File: src/rtl/ctcgd_pkg.sv
package ctcgd_pkg;

    localparam int MAX_CLASSES = 8192;
    localparam int POS_W       = $clog2(MAX_CLASSES + 1);
    localparam int CLASS_W     = 13;
    localparam int LOGIT_W     = 16;
    localparam int SCORE_W     = 17;
    localparam int EXPSUM_W    = 30;
    localparam int PSUM_W      = 27;
    localparam int COUNT_W     = 11;
    localparam int CHARSET_W   = 14;
    localparam int SCALE_W     = 5;
    localparam int Q30_W       = 31;
    localparam int PROD_W      = 62;
    localparam int DVD_W       = 34;
    localparam int DVS_W       = 30;

    localparam logic [COUNT_W-1:0]  COUNT_MAX     = 11'd2047;
    localparam logic [EXPSUM_W-1:0] Q16_ONE       = 30'd65536;
    localparam logic [Q30_W-1:0]    Q30_ONE       = 31'h4000_0000;
    localparam logic [4:0]          TAYLOR_LAST   = 5'd18;
    localparam logic [2:0]          SQUARE_LAST   = 3'd4;
    localparam logic [5:0]          SHIFT_BASE    = 6'd25;

    localparam logic [SCALE_W-1:0]   SCALE_RESET   = 5'b11001;
    localparam logic [CHARSET_W-1:0] CHARSET_RESET = 14'd8192;

    localparam int APB_ADDR_W = 4;
    localparam logic [1:0] REG_SCALE   = 2'd0;
    localparam logic [1:0] REG_CHARSET = 2'd1;
    localparam logic [1:0] REG_SCORE   = 2'd2;

    localparam logic [4:0] OP_NONE     = 5'd0;
    localparam logic [4:0] OP_LATCH    = 5'd1;
    localparam logic [4:0] OP_FIRST    = 5'd2;
    localparam logic [4:0] OP_EXP_INIT = 5'd3;
    localparam logic [4:0] OP_TMUL     = 5'd4;
    localparam logic [4:0] OP_TDIV     = 5'd5;
    localparam logic [4:0] OP_TUPD     = 5'd6;
    localparam logic [4:0] OP_CLAMP    = 5'd7;
    localparam logic [4:0] OP_SMUL     = 5'd8;
    localparam logic [4:0] OP_SRND     = 5'd9;
    localparam logic [4:0] OP_EMUL     = 5'd10;
    localparam logic [4:0] OP_RESCALE  = 5'd11;
    localparam logic [4:0] OP_ADDEXP   = 5'd12;
    localparam logic [4:0] OP_EMIT     = 5'd13;
    localparam logic [4:0] OP_PDIV     = 5'd14;
    localparam logic [4:0] OP_PACC     = 5'd15;
    localparam logic [4:0] OP_ROWFIN   = 5'd16;
    localparam logic [4:0] OP_MDIV     = 5'd17;
    localparam logic [4:0] OP_MEAN     = 5'd18;
    localparam logic [4:0] OP_MZERO    = 5'd19;
    localparam logic [4:0] OP_SCORE    = 5'd20;

    typedef struct packed {
        logic [4:0] op;
    } cmd_t;

    typedef struct packed {
        logic pos_lt_max;
        logic pos_zero;
        logic x_gt_max;
        logic g_over;
        logic i_last;
        logic sq_last;
        logic emit_cond;
        logic score_cond;
        logic mean_cond;
        logic div_done;
        logic out_free;
        logic row_end;
        logic seq_end;
    } status_t;

endpackage

File: src/rtl/ctcgd_ctrl.sv
module ctcgd_ctrl import ctcgd_pkg::*;
(
    input  logic    clk,
    input  logic    rst_n,
    input  logic    in_valid,
    output logic    in_ready,
    input  status_t status,
    output cmd_t    cmd
);

    localparam logic [4:0] S_IDLE    = 5'd0;
    localparam logic [4:0] S_DECIDE  = 5'd1;
    localparam logic [4:0] S_TMUL    = 5'd2;
    localparam logic [4:0] S_TDIV    = 5'd3;
    localparam logic [4:0] S_TWAIT   = 5'd4;
    localparam logic [4:0] S_CLAMP   = 5'd5;
    localparam logic [4:0] S_SMUL    = 5'd6;
    localparam logic [4:0] S_SRND    = 5'd7;
    localparam logic [4:0] S_APPLY   = 5'd8;
    localparam logic [4:0] S_RESC    = 5'd9;
    localparam logic [4:0] S_ROW     = 5'd10;
    localparam logic [4:0] S_EMIT_SC = 5'd11;
    localparam logic [4:0] S_PWAIT   = 5'd12;
    localparam logic [4:0] S_ROWFIN  = 5'd13;
    localparam logic [4:0] S_SEQ     = 5'd14;
    localparam logic [4:0] S_MWAIT   = 5'd15;
    localparam logic [4:0] S_SOUT    = 5'd16;

    logic [4:0] state_reg, state_next;

    always_comb
    begin
        state_next = state_reg;
        cmd.op     = OP_NONE;
        unique case (state_reg)
            S_IDLE:
            begin
                if (in_valid)
                begin
                    cmd.op     = OP_LATCH;
                    state_next = S_DECIDE;
                end
            end
            S_DECIDE:
            begin
                if (!status.pos_lt_max)
                begin
                    state_next = S_ROW;
                end
                else if (status.pos_zero)
                begin
                    cmd.op     = OP_FIRST;
                    state_next = S_ROW;
                end
                else
                begin
                    cmd.op     = OP_EXP_INIT;
                    state_next = status.g_over ? S_APPLY : S_TMUL;
                end
            end
            S_TMUL:
            begin
                cmd.op     = OP_TMUL;
                state_next = S_TDIV;
            end
            S_TDIV:
            begin
                cmd.op     = OP_TDIV;
                state_next = S_TWAIT;
            end
            S_TWAIT:
            begin
                if (status.div_done)
                begin
                    cmd.op     = OP_TUPD;
                    state_next = status.i_last ? S_CLAMP : S_TMUL;
                end
            end
            S_CLAMP:
            begin
                cmd.op     = OP_CLAMP;
                state_next = S_SMUL;
            end
            S_SMUL:
            begin
                cmd.op     = OP_SMUL;
                state_next = S_SRND;
            end
            S_SRND:
            begin
                cmd.op     = OP_SRND;
                state_next = status.sq_last ? S_APPLY : S_SMUL;
            end
            S_APPLY:
            begin
                if (status.x_gt_max)
                begin
                    cmd.op     = OP_EMUL;
                    state_next = S_RESC;
                end
                else
                begin
                    cmd.op     = OP_ADDEXP;
                    state_next = S_ROW;
                end
            end
            S_RESC:
            begin
                cmd.op     = OP_RESCALE;
                state_next = S_ROW;
            end
            S_ROW:
            begin
                if (!(status.row_end || status.seq_end))
                begin
                    state_next = S_IDLE;
                end
                else if (!status.emit_cond)
                begin
                    state_next = S_ROWFIN;
                end
                else if (status.out_free)
                begin
                    cmd.op     = OP_EMIT;
                    state_next = S_EMIT_SC;
                end
            end
            S_EMIT_SC:
            begin
                if (status.score_cond)
                begin
                    cmd.op     = OP_PDIV;
                    state_next = S_PWAIT;
                end
                else
                begin
                    state_next = S_ROWFIN;
                end
            end
            S_PWAIT:
            begin
                if (status.div_done)
                begin
                    cmd.op     = OP_PACC;
                    state_next = S_ROWFIN;
                end
            end
            S_ROWFIN:
            begin
                cmd.op     = OP_ROWFIN;
                state_next = status.seq_end ? S_SEQ : S_IDLE;
            end
            S_SEQ:
            begin
                if (status.mean_cond)
                begin
                    cmd.op     = OP_MDIV;
                    state_next = S_MWAIT;
                end
                else
                begin
                    cmd.op     = OP_MZERO;
                    state_next = S_SOUT;
                end
            end
            S_MWAIT:
            begin
                if (status.div_done)
                begin
                    cmd.op     = OP_MEAN;
                    state_next = S_SOUT;
                end
            end
            S_SOUT:
            begin
                if (status.out_free)
                begin
                    cmd.op     = OP_SCORE;
                    state_next = S_IDLE;
                end
            end
            default:
            begin
                state_next = S_IDLE;
            end
        endcase
    end

    always_ff @(posedge clk or negedge rst_n)
    begin
        if (!rst_n)
        begin
            state_reg <= S_IDLE;
        end
        else
        begin
            state_reg <= state_next;
        end
    end

    assign in_ready = state_reg == S_IDLE;

    a_accept_decide: assert property (@(posedge clk) disable iff (!rst_n)
        in_valid && in_ready |=> state_reg == S_DECIDE) else $error("accept lost");
    a_wait_for_div: assert property (@(posedge clk) disable iff (!rst_n)
        state_reg == S_TDIV |=> state_reg == S_TWAIT) else $error("term divide skipped");
    a_score_last: assert property (@(posedge clk) disable iff (!rst_n)
        cmd.op == OP_SCORE |-> status.seq_end) else $error("score outside sequence end");

endmodule

File: config.mk
export PLATFORM = sky130hd
export DESIGN_NAME = ctcgd_ctrl
export DESIGN_NICKNAME = d
export VERILOG_FILES = /design/src/rtl/ctcgd_pkg.sv /design/src/rtl/ctcgd_ctrl.sv
export SDC_FILE = /design/constraint.sdc
export NUM_CORES = 1
export LEC_CHECK = 0
export ABC_CLOCK_PERIOD_IN_PS = 1900
export BUFFER_PORTS_ARGS = -buffer_cell sky130_fd_sc_hd__buf_2
export CELL_PAD_IN_SITES_DETAIL_PLACEMENT = 1
export CELL_PAD_IN_SITES_GLOBAL_PLACEMENT = 2
export CORE_ASPECT_RATIO = 0.9
export CORE_MARGIN = 4
export CORE_UTILIZATION = 28
export CTS_CLUSTER_DIAMETER = 100
export DETAILED_ROUTE_END_ITERATION = 10
export PLACE_DENSITY_LB_ADDON = 0.15
export SETUP_SLACK_MARGIN = 0.3
export SLEW_MARGIN = 30
export SYNTH_ARGS = -nofsm -noshare
export SYNTH_HDL_FRONTEND = slang
export SYNTH_SLANG_ARGS = --single-unit
File: constraint.sdc
create_clock -name clk -period 1.9 [get_ports clk]
set_input_delay 0.38 -clock clk [delete_from_list [all_inputs] [get_ports clk]]
set_output_delay 0.38 -clock clk [all_outputs]
set_load 0.01 [all_outputs]
# Yosys cells after proc, flatten, opt, wreduce, memory -nomap -nowiden
# Cells that the tools add are included.
# op_classes
reduce_logical	3
muxes	32
n_eq_ne	22
# ops
op	count
$pmux 5 s17	2
$mux 5	11
$eq 5x4->1 const B	8
$mux 4	10
$eq 5x3->1 const B	4
$eq 5x2->1 const B	2
$ne 2x2->1 const B	5
$mux 3	3
$mux 2	3
$reduce_and 6->1	1
$eq 5x1->1 const B	1
$eq 5x5->1 const B	1
$logic_not 5->1	1
$ne 4x4->1 const B	1
$mux 1	3
$logic_or 1x1->1	1
# totals
register_bits	5
wordCells	58
inputBits	16

# Depth between registers and ports, before layout
# Gate-level depths: netlist of the first run.
# logic_depth
word_depth	4
ltp_mapped	7
mapped_depth_nobuf	5

# Least setup slack after synthesis of the first run
# OpenSTA, ideal clock, no wires.
# synth_timing
kind	reg-to-output
start	register state_reg[3]
end	output port cmd[0] (netlist name)
arrival_ps	1514
slack_ps	6
path_stages_with_launch	7
n_path_buf	2
path_cell_list	dfrtp_1 clkbuf_1 buf_2 o21ai_0 a211oi_1 a221oi_1 o21ai_0
# synth_rtl
item	line_no	source
start: declaration	ctcgd_ctrl.sv:29	logic [4:0] state_reg, state_next;
start signal: assignment	ctcgd_ctrl.sv:197	state_reg <= state_next;
end: declaration	ctcgd_ctrl.sv:8	output cmd_t cmd

==> results by group, run 1 <==
Run status
  • Outcome: complete, but fails checks
  • Violated checks: setup timing

Setup path
  • Crit path max fanout: 7
  • Worst path arrival time: 1770 ps
  • Crit start category: flop
  • Worst Path Required: 1520 ps
  • CP Class: reg -> out
  • Critical Path Sink Type: output port

STA
  • Relative slew slack: 76.4%
  • Setup WS post-layout: -249 ps
  • Endpoints failing setup: 9
  • Worst-margin pin slew: 350 ps
  • Max-slew violations: 0
  • Setup TNS: -953 ps
  • Final min period: 2150 ps
  • Post-Route Skew: 6.53 ps
  • Fmax: 0.465 GHz
  • RSZ-0062 raised after global routing: yes
  • Tcrit/Tclk final: 113%
  • Final Hold Fails: 0

GRT
  • Initial antenna violation count: 0
  • Vias in the first global route: 1225
  • Global-route wire length before repair: 6.18 mm
  • Largest net degree at the start of global routing: 18
  • Grt ovf: 0
  • Total GRT Usage: 20.0%

Clocking
  • CTS H-tree depth: 1
  • Sinks on Clock Net: 5
  • Clk slew on worst S/H paths: 50 ps
  • Worst-Skew Late Latency: 260 ps
  • Root buf cell: clkbuf_4
  • CTS buffer count: 3
  • Max Buffers Root-to-Sink: 2
  • CTS tree: yes

Synthesis
  • Syn Nets: 140
  • FF+latch count, synth: 5
  • Area leader, netlist: dfrtp_1
  • Top cells by area, synth: dfrtp_1 (14%), nor2b_1 (7.8%), o21ai_0 (7.4%)
  • Async set-reset flop share out of synthesis: 100%
  • Mapped Area: 880 sq um
  • Cells after Synth: 124
  • Post-synth EDFFs: 0
  • Synth top cells by count: o21ai_0 (13), nor2b_1 (11), buf_2 (8), nand2_1 (8), nor2_1 (7)
  • Post-synth top area share: 14.2%
  • Syn_area_per_cell: 7.09 sq um
  • Count of cell types in the netlist: 41
  • Cell with the most instances after synthesis: o21ai_0
  • Post-synth top flop: dfrtp_1
  • Register area share after synthesis: 14.2%
  • Synth warn: 0

Run
  • Max-cap violations: 0

Placed design
  • Cells after DPL: 203
  • DP Wirelength: 2.89 mm
  • Placer Congestion: 0.776
  • I/O Buffers: 21

Routing
  • Drt first pass iters: 4
  • DR iter-0 viols: 67
  • Drt total wl: 4.22 mm
  • DR vias/cell: 5.50
  • DR DRC count: 0
  • Post-DRT Antenna Nets: 0
  • Routed WL per cell: 19.0 um
  • Via count: 1221

Floorplanning
  • Initial core utilization: 28.9%
  • Die ar.: 4100 sq um
  • Chip Height: 61.2 um
  • # rows: 19
  • Die W: 67.1 um
  • Core area: 3040 sq um
  • I/O Pins: 22

Min path
  • Worst hold path class: in -> async

Power
  • Max rail drop VDD: 0.000687 V
  • Leak: 0.662 nW
  • Total power: 2.75 mW
  • Power per Cell Area: 1780 nW/um^2

Final layout
  • Final net count: 197
  • Final Non-Filler Cells: 222
  • Antenna diode count: 0
  • Fillers: 388
  • Syn-to-layout area delta: 76.1%
  • Share of layout cells above drive strength 1: 55.6%
  • Max FFs per register: 5
[area by class of cell]
cell class / count / area, sq um / area share [%]
multi-input combinational: 103 / 798 / 51.5
clock buffer: 4 / 26.3 / 1.70
sequential: 5 / 131 / 8.48
inverter: 4 / 15.0 / 0.969
timing repair buffer: 64 / 526 / 33.9
tap: 42 / 52.6 / 3.39
[power breakdown]
part	switching, mW	leakage (nW)	internal, mW	total, mW
sequential	0.100	0.0567	0.167	0.267
clock	0.0569	0.0150	0.0803	0.137
combinational	1.11	0.591	1.24	2.35
[metal layers]
metal  global-route usage (%)  vias up  part of all wire, %
li1                         -      588                    -
met1                     26.6      592                   44
met2                     34.6       33                   49
met3                     1.82        8                  4.2
met4                     6.07        0                  2.2
met5                        0        -                    0
[path summary, 6_finish.rpt]
kind | depth (start not counted) | endpoint | from | slack [ps]
setup reg to reg | 7 | state_reg[1] | state_reg[4] | -50
min in group clk | 4 | state_reg[4] | status[4] | 550
max in group asynchronous | 2 | state_reg[0] | rst_n | 1270
setup / recovery | 6 | cmd[2] | state_reg[1] | -250
hold reg to reg | 2 | state_reg[3] | state_reg[3] | 770
hold / removal | 2 | state_reg[4] | rst_n | 470
[worst max-delay path, stage by stage (launching register included)]
cell	delay [ps]
dfrtp_2	450
buf_6	150
nor2b_1	120
a31oi_1	160
nor3_1	80
or4_4	410
buf_6	130
[what timing repair did]
action,4_1_cts,5_1_grt
hold endpoints to repair,5,0
setup endpoints to repair,11,11
resized for setup,29,13
hold buffers,1,0
cloned,1,1
setup buffers,4,8
pin swaps,8,5
[kinds of logic after synthesis]
kind of cell | count (synthesis) | share of synthesized area [%]
flip-flops | 5 | 14.2
multiplexers | 2 | 2.42
buffers and inverters | 16 | 8.82
AO/OA/AOI/OAI | 47 | 38.8
AND/OR/NAND/NOR | 54 | 35.7
[through the flow]
stage / utilization (%) / hold WS [ps] / setup WS (ps) / area (sq um)
6_report: 50.9 / 470 / -249 / 1550
5_1_grt: 50.9 / 493 / -306 / 1550
4_1_cts: 46.4 / 480 / -241 / 1410
3_5_place_dp: 39.4 / 200 / -150 / 1200
3_3_place_gp: 39.4 / 191 / -102 / 1200
2_1_floorplan: - / 84.4 / 124 / 903
[cell usage in the layout, fill, tap and decap left out, types with 3 or more instances in the layout]
| master | n |
|---|---|
| buf_4 | 32 |
| buf_2 | 20 |
| nor2b_1 | 10 |
| o21ai_0 | 9 |
| nand2_1 | 8 |
| buf_6 | 6 |
| nand2b_1 | 5 |
| a21oi_1 | 5 |
| dfrtp_2 | 5 |
| nor2_1 | 4 |
| a31oi_1 | 4 |
| o21ai_1 | 4 |
| nor4_1 | 3 |
| nand3_1 | 3 |
| inv_1 | 3 |
| nor2_2 | 3 |
| a22o_1 | 3 |
| clkbuf_4 | 3 |
Note: power is estimated with default switching activity, not from simulation.
==> run 2: changes to the inputs <==
Settings changed: GPL_ROUTABILITY_DRIVEN from default to 0, RECOVER_POWER from default to 25.
==> results by group, run 2 (same netlist as run 1, synthesis figures left out) <==
Floorplanning
  • # rows: 19 (unchanged)
  • Die W: 67.1 um (unchanged)
  • Core area: 3040 sq um (unchanged)
  • I/O Pins: 22 (unchanged)
  • Die ar.: 4100 sq um (unchanged)
  • Chip Height: 61.2 um (unchanged)
  • Initial core utilization: 28.9% (unchanged)

Routing
  • DR DRC count: 0 (unchanged)
  • Routed length on met3: 163 um (was 176 um)
  • Routed WL per cell: 19.1 um (was 19.0 um)
  • WL met2: 2.09 mm (about the same)
  • Via count: 1214 (was 1221)
  • Drt total wl: 4.23 mm (was 4.22 mm)
  • DR vias/cell: 5.47 (was 5.50)
  • Top routing layer in use: met4 (unchanged)
  • Drt first pass iters: 4 (unchanged)
  • Post-DRT Antenna Nets: 0 (unchanged)
  • M1 WL: 1.88 mm (was 1.86 mm)
  • DR iter-0 viols: 69 (was 67)

GRT
  • Total GRT Usage: 20.0% (unchanged)
  • Largest net degree at the start of global routing: 18 (unchanged)
  • Global-route wire length before repair: 6.18 mm (unchanged)
  • Grt ovf: 0 (unchanged)
  • Initial antenna violation count: 0 (unchanged)
  • Vias in the first global route: 1225 (unchanged)

Final layout
  • Share of layout cells above drive strength 1: 55.0% (was 55.6%)
  • Utilization after layout: 50.9% (about the same)
  • Final Non-Filler Cells: 222 (unchanged)
  • Most frequent cells in the layout: buf_4 (32), buf_2 (19), nor2b_1 (10) (was buf_4 (32), buf_2 (20), nor2b_1 (10))
  • Max FFs per register: 5 (unchanged)
  • Final net count: 197 (unchanged)
  • Syn-to-layout area delta: 76.0% (was 76.1%)
  • Antenna diode count: 0 (unchanged)
  • Commonest non-fill, non-tap cell in the layout: buf_4 (unchanged)

Power
  • Sequential power share: 9.7% (about the same)
  • Power per Cell Area: 1780 nW/um^2 (about the same)
  • P_sw: 1.27 mW (about the same)
  • Internal power: 1.48 mW (about the same)
  • Total power: 2.75 mW (about the same)
  • Switching Fraction: 46.2% (was 46.1%)
  • Leak: 0.660 nW (was 0.662 nW)
  • Max rail drop VDD: 0.000690 V (was 0.000687 V)
  • Combinational power share: 85.3% (about the same)
  • Clock share of power: 5.0% (about the same)

STA
  • RSZ-0062 raised after global routing: yes (unchanged)
  • Setup WS post-layout: -252 ps (was -249 ps)
  • Final min period: 2150 ps (about the same)
  • Setup TNS: -979 ps (was -953 ps)
  • Post-Route Skew: 7.43 ps (was 6.53 ps)
  • Endpoints failing setup: 10 (was 9)
  • Worst-margin pin slew: 349 ps (was 350 ps)
  • Fmax: 0.465 GHz (about the same)
  • Final Hold Fails: 0 (unchanged)
  • Tcrit/Tclk final: 113% (about the same)
  • Max-slew violations: 0 (unchanged)
  • Relative slew slack: 76.5% (was 76.4%)

Setup path
  • Crit path max fanout: 7 (unchanged)
  • Crit start category: flop (unchanged)
  • Worst path arrival time: 1770 ps (about the same)
  • Critical Path Sink Type: output port (unchanged)
  • Worst Path Required: 1520 ps (about the same)
  • CP Class: reg -> out (unchanged)

Placed design
  • I/O Buffers: 21 (unchanged)
  • Cells after DPL: 203 (unchanged)
  • DP Worst Slack: -150 ps (unchanged)
  • DP Wirelength: 2.89 mm (unchanged)

Clocking
  • Clk slew on worst S/H paths: 50 ps (about the same)
  • Worst-Skew Late Latency: 260 ps (about the same)
  • Root buf cell: clkbuf_4 (unchanged)
  • Sinks on Clock Net: 5 (unchanged)
  • CTS tree: yes (unchanged)
  • CTS buffer count: 3 (unchanged)
  • Max Buffers Root-to-Sink: 2 (unchanged)
  • CTS H-tree depth: 1 (unchanged)

Run
  • Max-cap violations: 0 (unchanged)

Min path
  • Worst hold path class: in -> async (unchanged)

Run status
  • Violated checks: setup timing (unchanged)
  • Outcome: complete, but fails checks (unchanged)
[run 2: cell types whose count changed in the layout (fill, tap and decap cells not counted), sizes merged]
cell    delta
buf        -1
clkbuf     +1
[run 2: power by group through the flow]
stage	clock (mW)	sequential (mW)	combinational [mW]
detailed placement	0	0.235	1.75
finish	0.138	0.267	2.35
global route	0.142	0.279	2.53
floorplan	0	0.192	1.13
CTS	0.127	0.248	2.03
global placement	0	0.236	1.71
[run 2: path summary, 6_finish.rpt]
check                      slack (ps)          from      endpoint  depth (start not counted)
setup / recovery                 -250  state_reg[1]        cmd[2]                          6
hold / removal                    520         rst_n  state_reg[4]                          2
max in group asynchronous        1120         rst_n  state_reg[0]                          2
setup reg to reg                  -50  state_reg[4]  state_reg[1]                          7
min in group clk                  560     status[4]  state_reg[4]                          4
hold reg to reg                   770  state_reg[3]  state_reg[3]                          2
[run 2: what timing repair did]
action                                  4_1_cts  5_1_grt
pin swaps                                     8        5
endpoints found under the setup margin       11       11
gates cloned                                  1        1
setup buffers                                 4        8
hold endpoints to repair                      5        0
hold buffers                                  1        0
gates resized for setup                      29       13
[run 2: routing by layer]
metal	GRT usage [%]	vias up
met4	6.07	0
met5	0	-
met1	26.6	587
met3	1.82	8
met2	34.6	31
li1	-	588
[run 2: worst max-delay path, cell delays in order, from the launching register on]
cell and delay (ps):
dfrtp_2 450, buf_6 150, nor2b_1 120, a31oi_1 160, nor3_1 80, or4_4 410, buf_6 130
[run 2: area by class of cell]
class / instances / area, sq um
clock buffers: 4 / 26.3
inverters: 4 / 15.0
flip-flops and latches: 5 / 131
repair buffers: 64 / 524
fillers: 389 / 1500
multi-input cells: 103 / 798
well taps: 42 / 52.6
[run 2: metrics by stage]
step / hold slack (ps) / instance area (sq um)
2_1_floorplan: 84.4 / 903
3_3_place_gp: 191 / 1200
3_5_place_dp: 200 / 1200
4_1_cts: 480 / 1410
5_1_grt: 560 / 1550
6_report: 520 / 1550
==> run 3: changes to the inputs <==
Settings changed: CELL_PAD_IN_SITES_DETAIL_PLACEMENT 1 to default, CELL_PAD_IN_SITES_GLOBAL_PLACEMENT 2 to default, CORE_UTILIZATION 28 to 30.
==> results by group, run 3 (same netlist as run 1, synthesis figures left out) <==
Run status
  • Outcome: complete, but fails checks (unchanged)
  • Violated checks: setup timing (unchanged)

Routing
  • DR DRC count: 0 (unchanged)
  • Drt first pass iters: 4 (unchanged)
  • Drt total wl: 3.39 mm (was 4.23 mm)
  • DR vias/cell: 5.54 (was 5.47)
  • Via count: 1236 (was 1214)
  • Post-DRT Antenna Nets: 0 (unchanged)
  • DR iter-0 viols: 85 (was 69)
  • Routed WL per cell: 15.2 um (was 19.1 um)

STA
  • Relative slew slack: 76.6% (was 76.5%)
  • Setup WS post-layout: -277 ps (was -252 ps)
  • Fmax: 0.459 GHz (was 0.465 GHz)
  • Final min period: 2180 ps (was 2150 ps)
  • Hold_ws: 511 ps (was 520 ps)
  • Endpoints failing setup: 6 (was 10)
  • Tcrit/Tclk final: 115% (was 113%)
  • Post-Route Skew: 5.38 ps (was 7.43 ps)
  • RSZ-0062 raised after global routing: yes (unchanged)
  • Final Hold Fails: 0 (unchanged)
  • Worst-margin pin slew: 346 ps (was 349 ps)
  • Max-slew violations: 0 (unchanged)

Final layout
  • Final net count: 200 (was 197)
  • Final Non-Filler Cells: 223 (was 222)
  • Fillers: 263 (was 389)
  • Share of layout cells above drive strength 1: 55.7% (was 55.0%)
  • Design Area, Final: 1510 sq um (was 1550 sq um)
  • Utilization after layout: 54.6% (was 50.9%)
  • Max FFs per register: 5 (unchanged)
  • Syn-to-layout area delta: 72.0% (was 76.0%)
  • Most frequent cells in the layout: buf_4 (37), buf_2 (19), nor2b_1 (10), o21ai_0 (10), buf_6 (9) (was buf_4 (32), buf_2 (19), nor2b_1 (10))
  • Antenna diode count: 0 (unchanged)
  • Commonest non-fill, non-tap cell in the layout: buf_4 (unchanged)

Clocking
  • Sinks on Clock Net: 5 (unchanged)
  • Root buf cell: clkbuf_4 (unchanged)
  • CTS buffer count: 3 (unchanged)
  • Max Buffers Root-to-Sink: 2 (unchanged)
  • CTS tree: yes (unchanged)
  • Worst-Skew Late Latency: 240 ps (was 260 ps)
  • Clk slew on worst S/H paths: 40 ps (was 50 ps)
  • CTS H-tree depth: 1 (unchanged)

GRT
  • Global-route wire length before repair: 5.24 mm (was 6.18 mm)
  • Total GRT Usage: 17.4% (was 20.0%)
  • Grt ovf: 0 (unchanged)
  • Vias in the first global route: 1143 (was 1225)
  • Initial antenna violation count: 0 (unchanged)
  • Largest net degree at the start of global routing: 16 (was 18)

Placed design
  • I/O Buffers: 21 (unchanged)
  • Placed inst area: 1200 sq um (about the same)
  • Cells after DPL: 202 (was 203)
  • DP Wirelength: 2.44 mm (was 2.89 mm)

Setup path
  • Worst path arrival time: 1800 ps (was 1770 ps)
  • Critical Path Sink Type: output port (unchanged)
  • CP Class: reg -> out (unchanged)
  • Crit path max fanout: 5 (was 7)
  • Worst Path Required: 1520 ps (about the same)
  • Crit start category: flop (unchanged)

Floorplanning
  • Initial core utilization: 31.8% (was 28.9%)
  • Chip Height: 59.4 um (was 61.2 um)
  • # rows: 18 (was 19)
  • I/O Pins: 22 (unchanged)
  • Die W: 65.1 um (was 67.1 um)
  • Die ar.: 3860 sq um (was 4100 sq um)
  • Core area: 2770 sq um (was 3040 sq um)

Run
  • Max-cap violations: 0 (unchanged)

Power
  • Power per Cell Area: 1690 nW/um^2 (was 1780 nW/um^2)
  • Max rail drop VDD: 0.000592 V (was 0.000690 V)
  • Leak: 0.660 nW (about the same)

Min path
  • Worst hold path class: in -> async (unchanged)
## run 3: per-stage QoR
stage | setup slack [ps] | power (mW) | setup TNS, ps
after global placement | -84.8 | 1.94 | -95.8
after floorplan | 124 | 1.32 | 0
final | -277 | 2.56 | -992
after global routing | -348 | 2.75 | -1510
after detailed placement | -104 | 1.94 | -148
after CTS | -271 | 2.28 | -1220
## run 3: final timing paths
path / start / endpoint / slack [ps] / cells past startpoint
worst min-delay path: rst_n / state_reg[4] / 510 / 2
worst min register to register: state_reg[3] / state_reg[3] / 760 / 2
worst max-delay path: state_reg[1] / cmd[2] / -280 / 7
min in group clk: status[4] / state_reg[4] / 520 / 4
worst max register to register: state_reg[1] / state_reg[0] / 50 / 7
max in group asynchronous: rst_n / state_reg[0] / 1160 / 2
## run 3: worst max-delay path, stage by stage (launching register included)
cell and delay, ps:
dfrtp_2 430, buf_4 160, nand2_4 60, nor3b_4 50, nand3_2 110, o31ai_2 80, or4_4 540, buf_6 140
## run 3: layout make-up
type                       count  area [sq um]  area share (%)
inverter                       4          15.0           0.993
tap                           40          50.0            3.31
multi-input combinational    103           805            53.2
timing repair buffer          67           488            32.3
clock buffer                   4          26.3            1.74
sequential                     5           129            8.52
## run 3: timing repair
item,in CTS,in global routing
gates resized for setup,22,15
pin swaps,10,8
hold buffers,1,0
setup endpoints to repair,11,11
hold endpoints to repair,5,0
setup buffers,5,11
## run 3: layer usage
| layer | vias to the layer above | wire length [um] | global-route usage [%] |
|---|---|---|---|
| li1 | 594 | - | - |
| met1 | 585 | 1420 | 20.3 |
| met2 | 53 | 1720 | 31.3 |
| met3 | 4 | 229 | 4.93 |
| met4 | 0 | 23 | 4.73 |
| met5 | - | 0 | 0 |
## run 3: power breakdown
group / internal [mW] / switching (mW)
logic: 1.12 / 1.08
registers: 0.165 / 0.0741
clock network: 0.0793 / 0.0428
total: 1.37 / 1.19
